--- src/design/bmprle4_pkg.sv ---
`default_nettype none
package bmprle4_pkg;

   localparam int CFG_WIDTH   = 15;
   localparam int CSR_IDX_W   = 2;
   localparam int COORD_W     = 15;
   localparam int SPAN_W      = 14;

   typedef enum logic [CSR_IDX_W-1:0] {
      CSR_IMAGE_WIDTH  = 2'd0,
      CSR_IMAGE_HEIGHT = 2'd1
   } csr_index_type;

   typedef enum logic [2:0] {
      PH_COUNT = 3'd0,
      PH_VALUE = 3'd1,
      PH_DX    = 3'd2,
      PH_DY    = 3'd3,
      PH_ABS   = 3'd4,
      PH_PAD   = 3'd5
   } phase_type;

   typedef enum logic [1:0] {
      KIND_SPAN   = 2'd0,
      KIND_END    = 2'd1,
      KIND_BOUNDS = 2'd2,
      KIND_TRUNC  = 2'd3
   } kind_type;

   typedef struct packed {
      logic [7:0] in_byte;
      logic       in_first;
      logic       in_last;
   } req_item_type;

   typedef struct packed {
      kind_type          result_kind;
      logic [SPAN_W-1:0] span_x;
      logic [SPAN_W-1:0] span_y;
      logic [7:0]        span_length;
      logic [3:0]        even_nibble;
      logic [3:0]        odd_nibble;
   } rsp_item_type;

   typedef struct packed {
      phase_type          phase;
      logic [COORD_W-1:0] cursor_x;
      logic [COORD_W-1:0] cursor_y;
      logic [7:0]         held_count;
      logic [7:0]         pixels_left;
      logic               pad_pending;
      logic [7:0]         held_dx;
      logic               stopped;
   } state_type;

   localparam state_type STATE_RESET = '{
      phase:       PH_COUNT,
      cursor_x:    '0,
      cursor_y:    '0,
      held_count:  '0,
      pixels_left: '0,
      pad_pending: 1'b0,
      held_dx:     '0,
      stopped:     1'b0
   };

   localparam logic [CFG_WIDTH-1:0] WIDTH_RESET  = 15'd16;
   localparam logic [CFG_WIDTH-1:0] HEIGHT_RESET = 15'd16;

endpackage
`default_nettype wire

--- src/design/bmprle4_step.sv ---
`default_nettype none
module bmprle4_step #(
   parameter int MAX_SIDE = 16384
) (
   input  wire bmprle4_pkg::state_type                      state_i,
   input  wire logic [bmprle4_pkg::CFG_WIDTH-1:0]           width_i,
   input  wire logic [bmprle4_pkg::CFG_WIDTH-1:0]           height_i,
   input  wire bmprle4_pkg::req_item_type                   item_i,
   output bmprle4_pkg::state_type                           state_o,
   output logic                                             res_valid_o,
   output bmprle4_pkg::rsp_item_type                        res_o
);

   localparam logic [bmprle4_pkg::CFG_WIDTH-1:0] SIDE_MAX = 15'(MAX_SIDE);

   bmprle4_pkg::state_type cur;
   bmprle4_pkg::state_type nxt;
   logic       bad_geom;
   logic       is_span;
   logic       is_end;
   logic       is_bounds;
   logic [1:0] abs_n;
   logic [7:0] span_len;
   logic [15:0] run_end;
   logic [15:0] dx_end;
   logic [15:0] esc_end;
   logic [15:0] dy_end;
   logic [14:0] ylim;
   logic [8:0]  b_plus;
   logic        y_out;
   logic [7:0]  b;

   always_comb begin
      cur = item_i.in_first ? bmprle4_pkg::STATE_RESET : state_i;
      nxt = cur;
      b = item_i.in_byte;
      bad_geom = (width_i == '0) || (height_i == '0) ||
                 (width_i > SIDE_MAX) || (height_i > SIDE_MAX);
      is_span = 1'b0;
      is_end = 1'b0;
      is_bounds = 1'b0;
      span_len = '0;
      y_out = (cur.cursor_y >= height_i);
      run_end = {1'b0, cur.cursor_x} + 16'(cur.held_count);
      esc_end = {1'b0, cur.cursor_x} + 16'(b);
      dx_end = {1'b0, cur.cursor_x} + 16'(cur.held_dx);
      ylim = (cur.cursor_y < height_i) ? cur.cursor_y : height_i;
      dy_end = {1'b0, ylim} + 16'(b);
      b_plus = {1'b0, b} + 9'd1;
      abs_n = (cur.pixels_left >= 8'd2) ? 2'd2 : 2'd1;

      if (bad_geom) begin
         is_bounds = 1'b1;
      end else begin
         case (cur.phase)
            bmprle4_pkg::PH_VALUE: begin
               if (cur.held_count != '0) begin
                  if (y_out || (run_end > {1'b0, width_i})) begin
                     is_bounds = 1'b1;
                  end else begin
                     is_span = 1'b1;
                     span_len = cur.held_count;
                     nxt.cursor_x = run_end[14:0];
                     nxt.phase = bmprle4_pkg::PH_COUNT;
                  end
               end else if (b == 8'd0) begin
                  nxt.cursor_x = '0;
                  if (!y_out) begin
                     nxt.cursor_y = cur.cursor_y + 15'd1;
                  end
                  nxt.phase = bmprle4_pkg::PH_COUNT;
               end else if (b == 8'd1) begin
                  is_end = 1'b1;
                  nxt.phase = bmprle4_pkg::PH_COUNT;
               end else if (b == 8'd2) begin
                  nxt.phase = bmprle4_pkg::PH_DX;
               end else begin
                  if (y_out || (esc_end > {1'b0, width_i})) begin
                     is_bounds = 1'b1;
                  end else begin
                     nxt.pixels_left = b;
                     nxt.pad_pending = b_plus[1];
                     nxt.phase = bmprle4_pkg::PH_ABS;
                  end
               end
            end
            bmprle4_pkg::PH_DX: begin
               nxt.held_dx = b;
               nxt.phase = bmprle4_pkg::PH_DY;
            end
            bmprle4_pkg::PH_DY: begin
               if ((dx_end > {1'b0, width_i}) || (dy_end > {1'b0, height_i})) begin
                  is_bounds = 1'b1;
               end else begin
                  nxt.cursor_x = dx_end[14:0];
                  nxt.cursor_y = cur.cursor_y + 15'(b);
                  nxt.phase = bmprle4_pkg::PH_COUNT;
               end
            end
            bmprle4_pkg::PH_ABS: begin
               is_span = 1'b1;
               span_len = 8'(abs_n);
               nxt.cursor_x = cur.cursor_x + 15'(abs_n);
               nxt.pixels_left = (cur.pixels_left > 8'(abs_n)) ?
                                 cur.pixels_left - 8'(abs_n) : 8'd0;
               if (nxt.pixels_left == '0) begin
                  nxt.phase = cur.pad_pending ? bmprle4_pkg::PH_PAD
                                              : bmprle4_pkg::PH_COUNT;
               end
            end
            bmprle4_pkg::PH_PAD: begin
               nxt.pad_pending = 1'b0;
               nxt.phase = bmprle4_pkg::PH_COUNT;
            end
            default: begin
               nxt.held_count = b;
               nxt.phase = bmprle4_pkg::PH_VALUE;
            end
         endcase
      end

      res_valid_o = 1'b0;
      res_o = '0;
      res_o.result_kind = bmprle4_pkg::KIND_SPAN;
      if (cur.stopped) begin
         state_o = cur;
      end else begin
         state_o = nxt;
         if (is_bounds || is_end) begin
            res_valid_o = 1'b1;
            res_o.result_kind = is_bounds ? bmprle4_pkg::KIND_BOUNDS
                                          : bmprle4_pkg::KIND_END;
            state_o.stopped = 1'b1;
         end else if (item_i.in_last) begin
            res_valid_o = 1'b1;
            res_o.result_kind = bmprle4_pkg::KIND_TRUNC;
            state_o.stopped = 1'b1;
         end else if (is_span) begin
            res_valid_o = 1'b1;
            res_o.span_x = cur.cursor_x[bmprle4_pkg::SPAN_W-1:0];
            res_o.span_y = cur.cursor_y[bmprle4_pkg::SPAN_W-1:0];
            res_o.span_length = span_len;
            res_o.even_nibble = b[7:4];
            res_o.odd_nibble = b[3:0];
         end
      end
   end

endmodule
`default_nettype wire

--- src/design/bmprle4_out_reg.sv ---
`default_nettype none
module bmprle4_out_reg (
   input  wire logic                        clock,
   input  wire logic                        reset,
   input  wire logic                        load_i,
   input  wire logic                        res_valid_i,
   input  wire bmprle4_pkg::rsp_item_type   res_i,
   output logic                             ready_o,
   output logic                             rsp_valid,
   input  wire logic                        rsp_ready,
   output bmprle4_pkg::rsp_item_type        rsp_item
);

   logic                      valid_ff;
   logic                      valid_in;
   bmprle4_pkg::rsp_item_type item_ff;

   assign ready_o = !valid_ff || rsp_ready;

   always_comb begin
      if (load_i) begin
         valid_in = res_valid_i;
      end else if (rsp_ready) begin
         valid_in = 1'b0;
      end else begin
         valid_in = valid_ff;
      end
   end

   always_ff @(posedge clock) begin
      if (reset) begin
         valid_ff <= 1'b0;
      end else begin
         valid_ff <= valid_in;
      end
   end

   always_ff @(posedge clock) begin
      if (load_i && res_valid_i) begin
         item_ff <= res_i;
      end
   end

   assign rsp_valid = valid_ff;
   assign rsp_item = item_ff;

endmodule
`default_nettype wire

--- src/design/bmp_rle4_span_decoder_core.sv ---
// channel   dir   handshake              payload
// req       in    req_valid/req_ready    req_item  (in_byte, in_first, in_last)
// rsp       out   rsp_valid/rsp_ready    rsp_item  (kind, x, y, length, nibbles)
// csr       in    csr_wr_en              csr_index, csr_wdata
//
// one item per cycle while req_ready is high; each accepted item updates the parser state in the same
// cycle and its result, if any, shows on rsp in the next cycle from the output register
// the output register is the only stage: req_ready drops only while a result waits
// and rsp_ready is low
// synchronous reset clears parser state, result valid and sets width and height to 16
`default_nettype none
module bmp_rle4_span_decoder_core #(
   parameter int MAX_SIDE = 16384
) (
   input  wire logic                                      clock,
   input  wire logic                                      reset,
   input  wire logic                                      req_valid,
   output logic                                           req_ready,
   input  wire bmprle4_pkg::req_item_type                 req_item,
   output logic                                           rsp_valid,
   input  wire logic                                      rsp_ready,
   output bmprle4_pkg::rsp_item_type                      rsp_item,
   input  wire logic                                      csr_wr_en,
   input  wire logic [bmprle4_pkg::CSR_IDX_W-1:0]         csr_index,
   input  wire logic [bmprle4_pkg::CFG_WIDTH-1:0]         csr_wdata
);

   bmprle4_pkg::state_type                state_ff;
   bmprle4_pkg::state_type                state_in;
   logic [bmprle4_pkg::CFG_WIDTH-1:0]     width_ff;
   logic [bmprle4_pkg::CFG_WIDTH-1:0]     height_ff;
   logic                                  accept;
   logic                                  res_valid;
   bmprle4_pkg::rsp_item_type             res;

   assign accept = req_valid && req_ready;

   always_ff @(posedge clock) begin
      if (reset) begin
         width_ff <= bmprle4_pkg::WIDTH_RESET;
         height_ff <= bmprle4_pkg::HEIGHT_RESET;
      end else if (csr_wr_en) begin
         case (csr_index)
            bmprle4_pkg::CSR_IMAGE_WIDTH: begin
               width_ff <= csr_wdata;
            end
            bmprle4_pkg::CSR_IMAGE_HEIGHT: begin
               height_ff <= csr_wdata;
            end
            default: begin
            end
         endcase
      end
   end

   bmprle4_step #(
      .MAX_SIDE(MAX_SIDE)
   ) u_step (
      .state_i     (state_ff),
      .width_i     (width_ff),
      .height_i    (height_ff),
      .item_i      (req_item),
      .state_o     (state_in),
      .res_valid_o (res_valid),
      .res_o       (res)
   );

   always_ff @(posedge clock) begin
      if (reset) begin
         state_ff <= bmprle4_pkg::STATE_RESET;
      end else if (accept) begin
         state_ff <= state_in;
      end
   end

   bmprle4_out_reg u_out_reg (
      .clock       (clock),
      .reset       (reset),
      .load_i      (accept),
      .res_valid_i (res_valid),
      .res_i       (res),
      .ready_o     (req_ready),
      .rsp_valid   (rsp_valid),
      .rsp_ready   (rsp_ready),
      .rsp_item    (rsp_item)
   );

   a_ready_when_empty: assert property (@(posedge clock) disable iff (reset)
      !rsp_valid |-> req_ready)
      else $error("req_ready low with empty output register");

   a_stopped_silent: assert property (@(posedge clock) disable iff (reset)
      accept && state_ff.stopped && !req_item.in_first |=> !rsp_valid)
      else $error("result produced while stopped");

   a_marker_fields_zero: assert property (@(posedge clock) disable iff (reset)
      rsp_valid && (rsp_item.result_kind != bmprle4_pkg::KIND_SPAN)
      |-> (rsp_item.span_length == '0) && (rsp_item.span_x == '0))
      else $error("marker result carries span fields");

   a_span_nonempty: assert property (@(posedge clock) disable iff (reset)
      rsp_valid && (rsp_item.result_kind == bmprle4_pkg::KIND_SPAN)
      |-> (rsp_item.span_length != '0))
      else $error("empty span written");

   a_cursor_in_range: assert property (@(posedge clock) disable iff (reset)
      (state_ff.cursor_x <= 15'(MAX_SIDE)) && (state_ff.cursor_y <= 15'(MAX_SIDE)))
      else $error("cursor beyond maximum side");

endmodule
`default_nettype wire

--- config.mk ---
export PLATFORM = sky130hd
export DESIGN_NAME = bmp_rle4_span_decoder_core
export DESIGN_NICKNAME = d
export VERILOG_FILES = /design/src/design/bmprle4_pkg.sv /design/src/design/bmprle4_step.sv /design/src/design/bmprle4_out_reg.sv /design/src/design/bmp_rle4_span_decoder_core.sv
export SDC_FILE = /design/constraint.sdc
export NUM_CORES = 1
export LEC_CHECK = 0
export ABC_AREA = 1
export BUFFER_PORTS_ARGS = -buffer_cell sky130_fd_sc_hd__buf_2
export CAP_MARGIN = 20
export CORE_MARGIN = 2
export CORE_UTILIZATION = 57
export CTS_CLUSTER_DIAMETER = 40
export DETAILED_ROUTE_END_ITERATION = 7
export GPL_ROUTABILITY_DRIVEN = 0
export GPL_TIMING_DRIVEN = 1
export PLACE_DENSITY = 0.78
export SYNTH_ARGS = -nofsm -noshare
export SYNTH_HDL_FRONTEND = slang
export SYNTH_HIERARCHICAL = 1
export SYNTH_SLANG_ARGS = --single-unit
--- constraint.sdc ---
create_clock -name clock -period 7.3 [get_ports clock]
set_clock_uncertainty 0.15 [all_clocks]
set_input_delay 0.73 -clock clock [delete_from_list [all_inputs] [get_ports clock]]
set_output_delay 0.73 -clock clock [all_outputs]
set_load 0.01 [all_outputs]
==> results_tabular.tex <==
\begin{tabular}{lr}
\hline
Metric & Value \\
\hline
\multicolumn{2}{l}{\textbf{Die}} \\
\quad Width of the chip & 157 um \\
\quad Core area & 23300 um2 \\
\quad Starting density of the core & 57.7\% \\
\quad Die span in y & 157 um \\
\quad Number of rows created at floorplan & 56 \\
\quad Total Die Area & 24800 um2 \\
\quad Number of top-level pins & 80 \\
\multicolumn{2}{l}{\textbf{Synthesis}} \\
\quad Net count after synthesis & 2288 \\
\quad Synthesis Warnings & 6 \\
\quad Most frequently used flop master after synthesis & sky130\_fd\_sc\_hd\_\_dfxtp\_1 \\
\quad Post-Syn Area & 13400 um2 \\
\quad Cell types with the largest area share after synthesis & sky130\_fd\_sc\_hd\_\_dfxtp\_1 (13\%), sky130\_fd\_sc\_hd\_\_nand2\_1 (13\%), sky130\_fd\_sc\_hd\_\_ha\_1 (11\%) \\
\quad Share of the synthesized area in the top cell type & 13.4\% \\
\quad Flops \& latches, synth & 136 \\
\quad Syn avg cell area & 6.28 um2 \\
\quad Library cell occupying the most area in the post-synthesis netlist & sky130\_fd\_sc\_hd\_\_dfxtp\_1 \\
\quad Distinct cell type count of the synthesized netlist & 52 \\
\quad Gate count of the mapped netlist & 2137 \\
\quad Number of flops mapped to enable cells by yosys & 46 \\
\quad Fraction of registers with async set or reset after synthesis & 0\% \\
\quad Post-synthesis sequential area ratio & 23.7\% \\
\multicolumn{2}{l}{\textbf{Global routing}} \\
\quad Total overflow reported by the global router & 0 \\
\quad Initial antenna violation count & 0 \\
\quad Global router's overall resource usage & 34.1\% \\
\quad Wire length of the first global-routing pass & 67.1 mm \\
\quad Vias in the first global route & 13469 \\
\quad Maximum number of pins on one net before global-route repair & 90 \\
\multicolumn{2}{l}{\textbf{Setup path}} \\
\quad Maximum fanout along the worst path & 46 \\
\quad Launching element type of the critical path & primary input \\
\quad CP Data Required Time & 7260 ps \\
\quad Arrival time at the worst endpoint & 6580 ps \\
\quad Critical Setup Path Class & in -> reg \\
\quad Critical Path End Type & register \\
\quad Critical path's largest stage delay & 390 ps \\
\quad Most frequent CP cell & sky130\_fd\_sc\_hd\_\_nand2\_1 \\
\quad Critical-path top delay cell & sky130\_fd\_sc\_hd\_\_fa\_1 \\
\multicolumn{2}{l}{\textbf{Layout}} \\
\quad Area growth syn-to-layout & 9.87\% \\
\quad Antenna Cells & 0 \\
\quad Cell Count, Final, Fillers Out & 2533 \\
\quad Share of final-layout standard cells stronger than drive strength 1 & 10.3\% \\
\quad Final \#Nets & 2352 \\
\multicolumn{2}{l}{\textbf{STA}} \\
\quad Final clock period utilization by the worst path & 90.7\% \\
\quad Total Negative Setup Slacks & 0 ps \\
\quad Final setup violating endpoints & 0 \\
\quad Timing-limited maximum frequency & 0.151 GHz \\
\quad Slew @ Worst Pin & 974 ps \\
\quad Final worst path period need & 6620 ps \\
\quad Worst slew margin & 34.9\% \\
\quad Pins over their slew limit & 0 \\
\quad Number of hold-slack violations in the final timing report & 0 \\
\quad RSZ-0062 raised after global routing & no \\
\multicolumn{2}{l}{\textbf{Clocking}} \\
\quad CTS hold repair buffers & 0 \\
\quad Cts bufs inserted & 17 \\
\quad Clk slew on worst S/H paths & 70 ps \\
\quad Number of sinks on the clock net & 136 \\
\quad Number of H-tree levels & 4 \\
\quad TritonCTS clock tree & done \\
\quad Maximum clock insertion buffer count & 2 \\
\quad Insertion delay to the later sink of the worst-skew pair & 430 ps \\
\quad Cell chosen for the clock root & sky130\_fd\_sc\_hd\_\_clkbuf\_16 \\
\multicolumn{2}{l}{\textbf{Power and ir drop}} \\
\quad Cell area power density & 194 nW/um2 \\
\quad Worst vdd rail ir drop & 0.148 mV \\
\quad Total leakage power & 0.00737 uW \\
\multicolumn{2}{l}{\textbf{Flow run}} \\
\quad Max Cap Viol & 0 \\
\multicolumn{2}{l}{\textbf{Worst hold path}} \\
\quad Hold Crit Class & reg -> reg \\
\multicolumn{2}{l}{\textbf{Detailed routing}} \\
\quad Antenna-violating nets left & 0 \\
\quad Routed length per instance & 16.6 um \\
\quad Number of search-and-repair iterations in the first detailed-routing pass & 6 \\
\quad Number of DRC violations after detailed-routing iteration 0 & 1678 \\
\quad Via density per instance & 5.81 \\
\quad Via count & 14710 \\
\quad Remaining routing DRC violations & 0 \\
\quad Aggregate routed wire length & 42.1 mm \\
\multicolumn{2}{l}{\textbf{Place}} \\
\quad Number of buffer cells added on primary ports & 79 \\
\quad HPWL reported at the end of detailed placement & 30.7 mm \\
\quad Placed Instances & 2500 \\
\multicolumn{2}{l}{\textbf{Status}} \\
\quad Outcome & finished, final reports clean \\
\hline
\end{tabular}
==> per-layer routing <==
metal,wire (um),vias to the layer above,GRT usage [%]
met1,16700,6581,42.0
met2,18800,871,56.1
met5,0,-,0
met3,4100,206,6.00
met4,2520,0,19.8
li1,-,7052,-
==> Yosys cell counts (8+ instances only) <==
| master | number |
|---|---|
| sky130_fd_sc_hd__a21oi_1 | 143 |
| sky130_fd_sc_hd__a31oi_1 | 10 |
| sky130_fd_sc_hd__buf_2 | 25 |
| sky130_fd_sc_hd__clkbuf_1 | 31 |
| sky130_fd_sc_hd__dfxtp_1 | 90 |
| sky130_fd_sc_hd__edfxtp_1 | 46 |
| sky130_fd_sc_hd__ha_1 | 113 |
| sky130_fd_sc_hd__inv_1 | 275 |
| sky130_fd_sc_hd__inv_2 | 24 |
| sky130_fd_sc_hd__nand2_1 | 463 |
| sky130_fd_sc_hd__nand2_2 | 9 |
| sky130_fd_sc_hd__nand3_1 | 148 |
| sky130_fd_sc_hd__nand4_1 | 27 |
| sky130_fd_sc_hd__nor2_1 | 354 |
| sky130_fd_sc_hd__nor2_2 | 8 |
| sky130_fd_sc_hd__nor2_4 | 22 |
| sky130_fd_sc_hd__nor3_1 | 30 |
| sky130_fd_sc_hd__nor4_1 | 10 |
| sky130_fd_sc_hd__o211ai_1 | 13 |
| sky130_fd_sc_hd__o21ai_0 | 102 |
| sky130_fd_sc_hd__o21ai_1 | 60 |
| sky130_fd_sc_hd__o22ai_1 | 8 |
| sky130_fd_sc_hd__xnor2_1 | 11 |
| sky130_fd_sc_hd__xor2_1 | 48 |
==> where the power goes <==
| part | total [uW] | internal [uW] | leakage, uW | switching [uW] |
|---|---|---|---|---|
| clock | 925 | 548 | 0.000299 | 377 |
| sequential | 881 | 843 | 0.00119 | 38.4 |
| combinational | 1060 | 344 | 0.00587 | 715 |
==> area by class of cell <==
| cell class | instances | area [um2] |
|---|---|---|
| fillers | 2151 | 8510 |
| inverters | 304 | 1140 |
| clock inverters | 14 | 188 |
| multi-input cells | 1626 | 8720 |
| repair buffers | 116 | 686 |
| well taps | 319 | 399 |
| flip-flops and latches | 136 | 3180 |
| clock buffers | 18 | 429 |
==> placed cells by master, fill, tap and decap left out, types with 11 or more instances in the layout <==
cell type,netlist,final
sky130_fd_sc_hd__nand4_1,27,27
sky130_fd_sc_hd__clkbuf_16,0,17
sky130_fd_sc_hd__nand3_1,148,148
sky130_fd_sc_hd__o211ai_1,13,13
sky130_fd_sc_hd__edfxtp_1,46,46
sky130_fd_sc_hd__dfxtp_1,90,90
sky130_fd_sc_hd__nor2_1,354,352
sky130_fd_sc_hd__xnor2_1,11,11
sky130_fd_sc_hd__a21oi_1,143,143
sky130_fd_sc_hd__inv_1,275,274
sky130_fd_sc_hd__o21ai_0,102,101
sky130_fd_sc_hd__xor2_1,48,48
sky130_fd_sc_hd__nor3_1,30,30
sky130_fd_sc_hd__nand2_1,463,463
sky130_fd_sc_hd__buf_2,25,79
sky130_fd_sc_hd__ha_1,113,113
sky130_fd_sc_hd__o21ai_1,60,61
sky130_fd_sc_hd__nor2_4,22,23
sky130_fd_sc_hd__buf_4,6,35
sky130_fd_sc_hd__inv_2,24,24
==> worst max-delay path, delay by kind of cell <==
family | cells | cell delay, ps
AND/OR/NAND/NOR | 24 | 2630
adder cells (fa/ha/maj) | 4 | 1130
AO/OA/AOI/OAI | 7 | 1100
buffers and inverters | 7 | 970
==> repair_timing <==
item | in CTS | in global routing
gates resized for setup | 0 | 5
setup buffers | 0 | 0
endpoints found under the setup margin | 0 | 57
==> registers in the layout (all words and copies together), names as in the netlist <==
name                 count
state_ff                59
u_out_reg/rsp_item      46
height_ff               15
width_ff                15
u_out_reg/rsp_valid      1
==> kinds of logic (layout without fill, tap and decap cells) <==
kind of cell    Yosys count  in the layout  synth area share (%)
flops                   136            136                  23.7
compound gates          355            355                  14.1
buf+inv                 375            452                  11.4
simple gates           1093           1093                  35.5
fa+ha+maj               119            119                  11.4
xor+xnor                 59             59                  3.85
==> metrics by stage <==
stage                     hold WS (ps)  setup WS, ps  instance area (um2)  power, uW  utilization [%]
after detailed placement           301          68.8                14100       1910             60.7
after floorplan                    279         0.859                13400       1650                -
after CTS                          317           510                14700       2840             63.3
after global placement             296           287                14100       1890             60.7
final                              314           680                14800       2860             63.4
after global routing               324          59.9                14800       3030             63.4
==> path summary, 6_finish.rpt <==
path / start / end / slack, ps / cells after the start
worst max-delay path: req_item[1] / u_out_reg/rsp_item[18] / 680 / 42
worst min-delay path: width_ff[4] / width_ff[4] / 310 / 2
worst max register to register: height_ff[6] / u_out_reg/rsp_item[18] / 810 / 44
worst min register to register: width_ff[4] / width_ff[4] / 310 / 2
(Power assumes the default switching activity.)
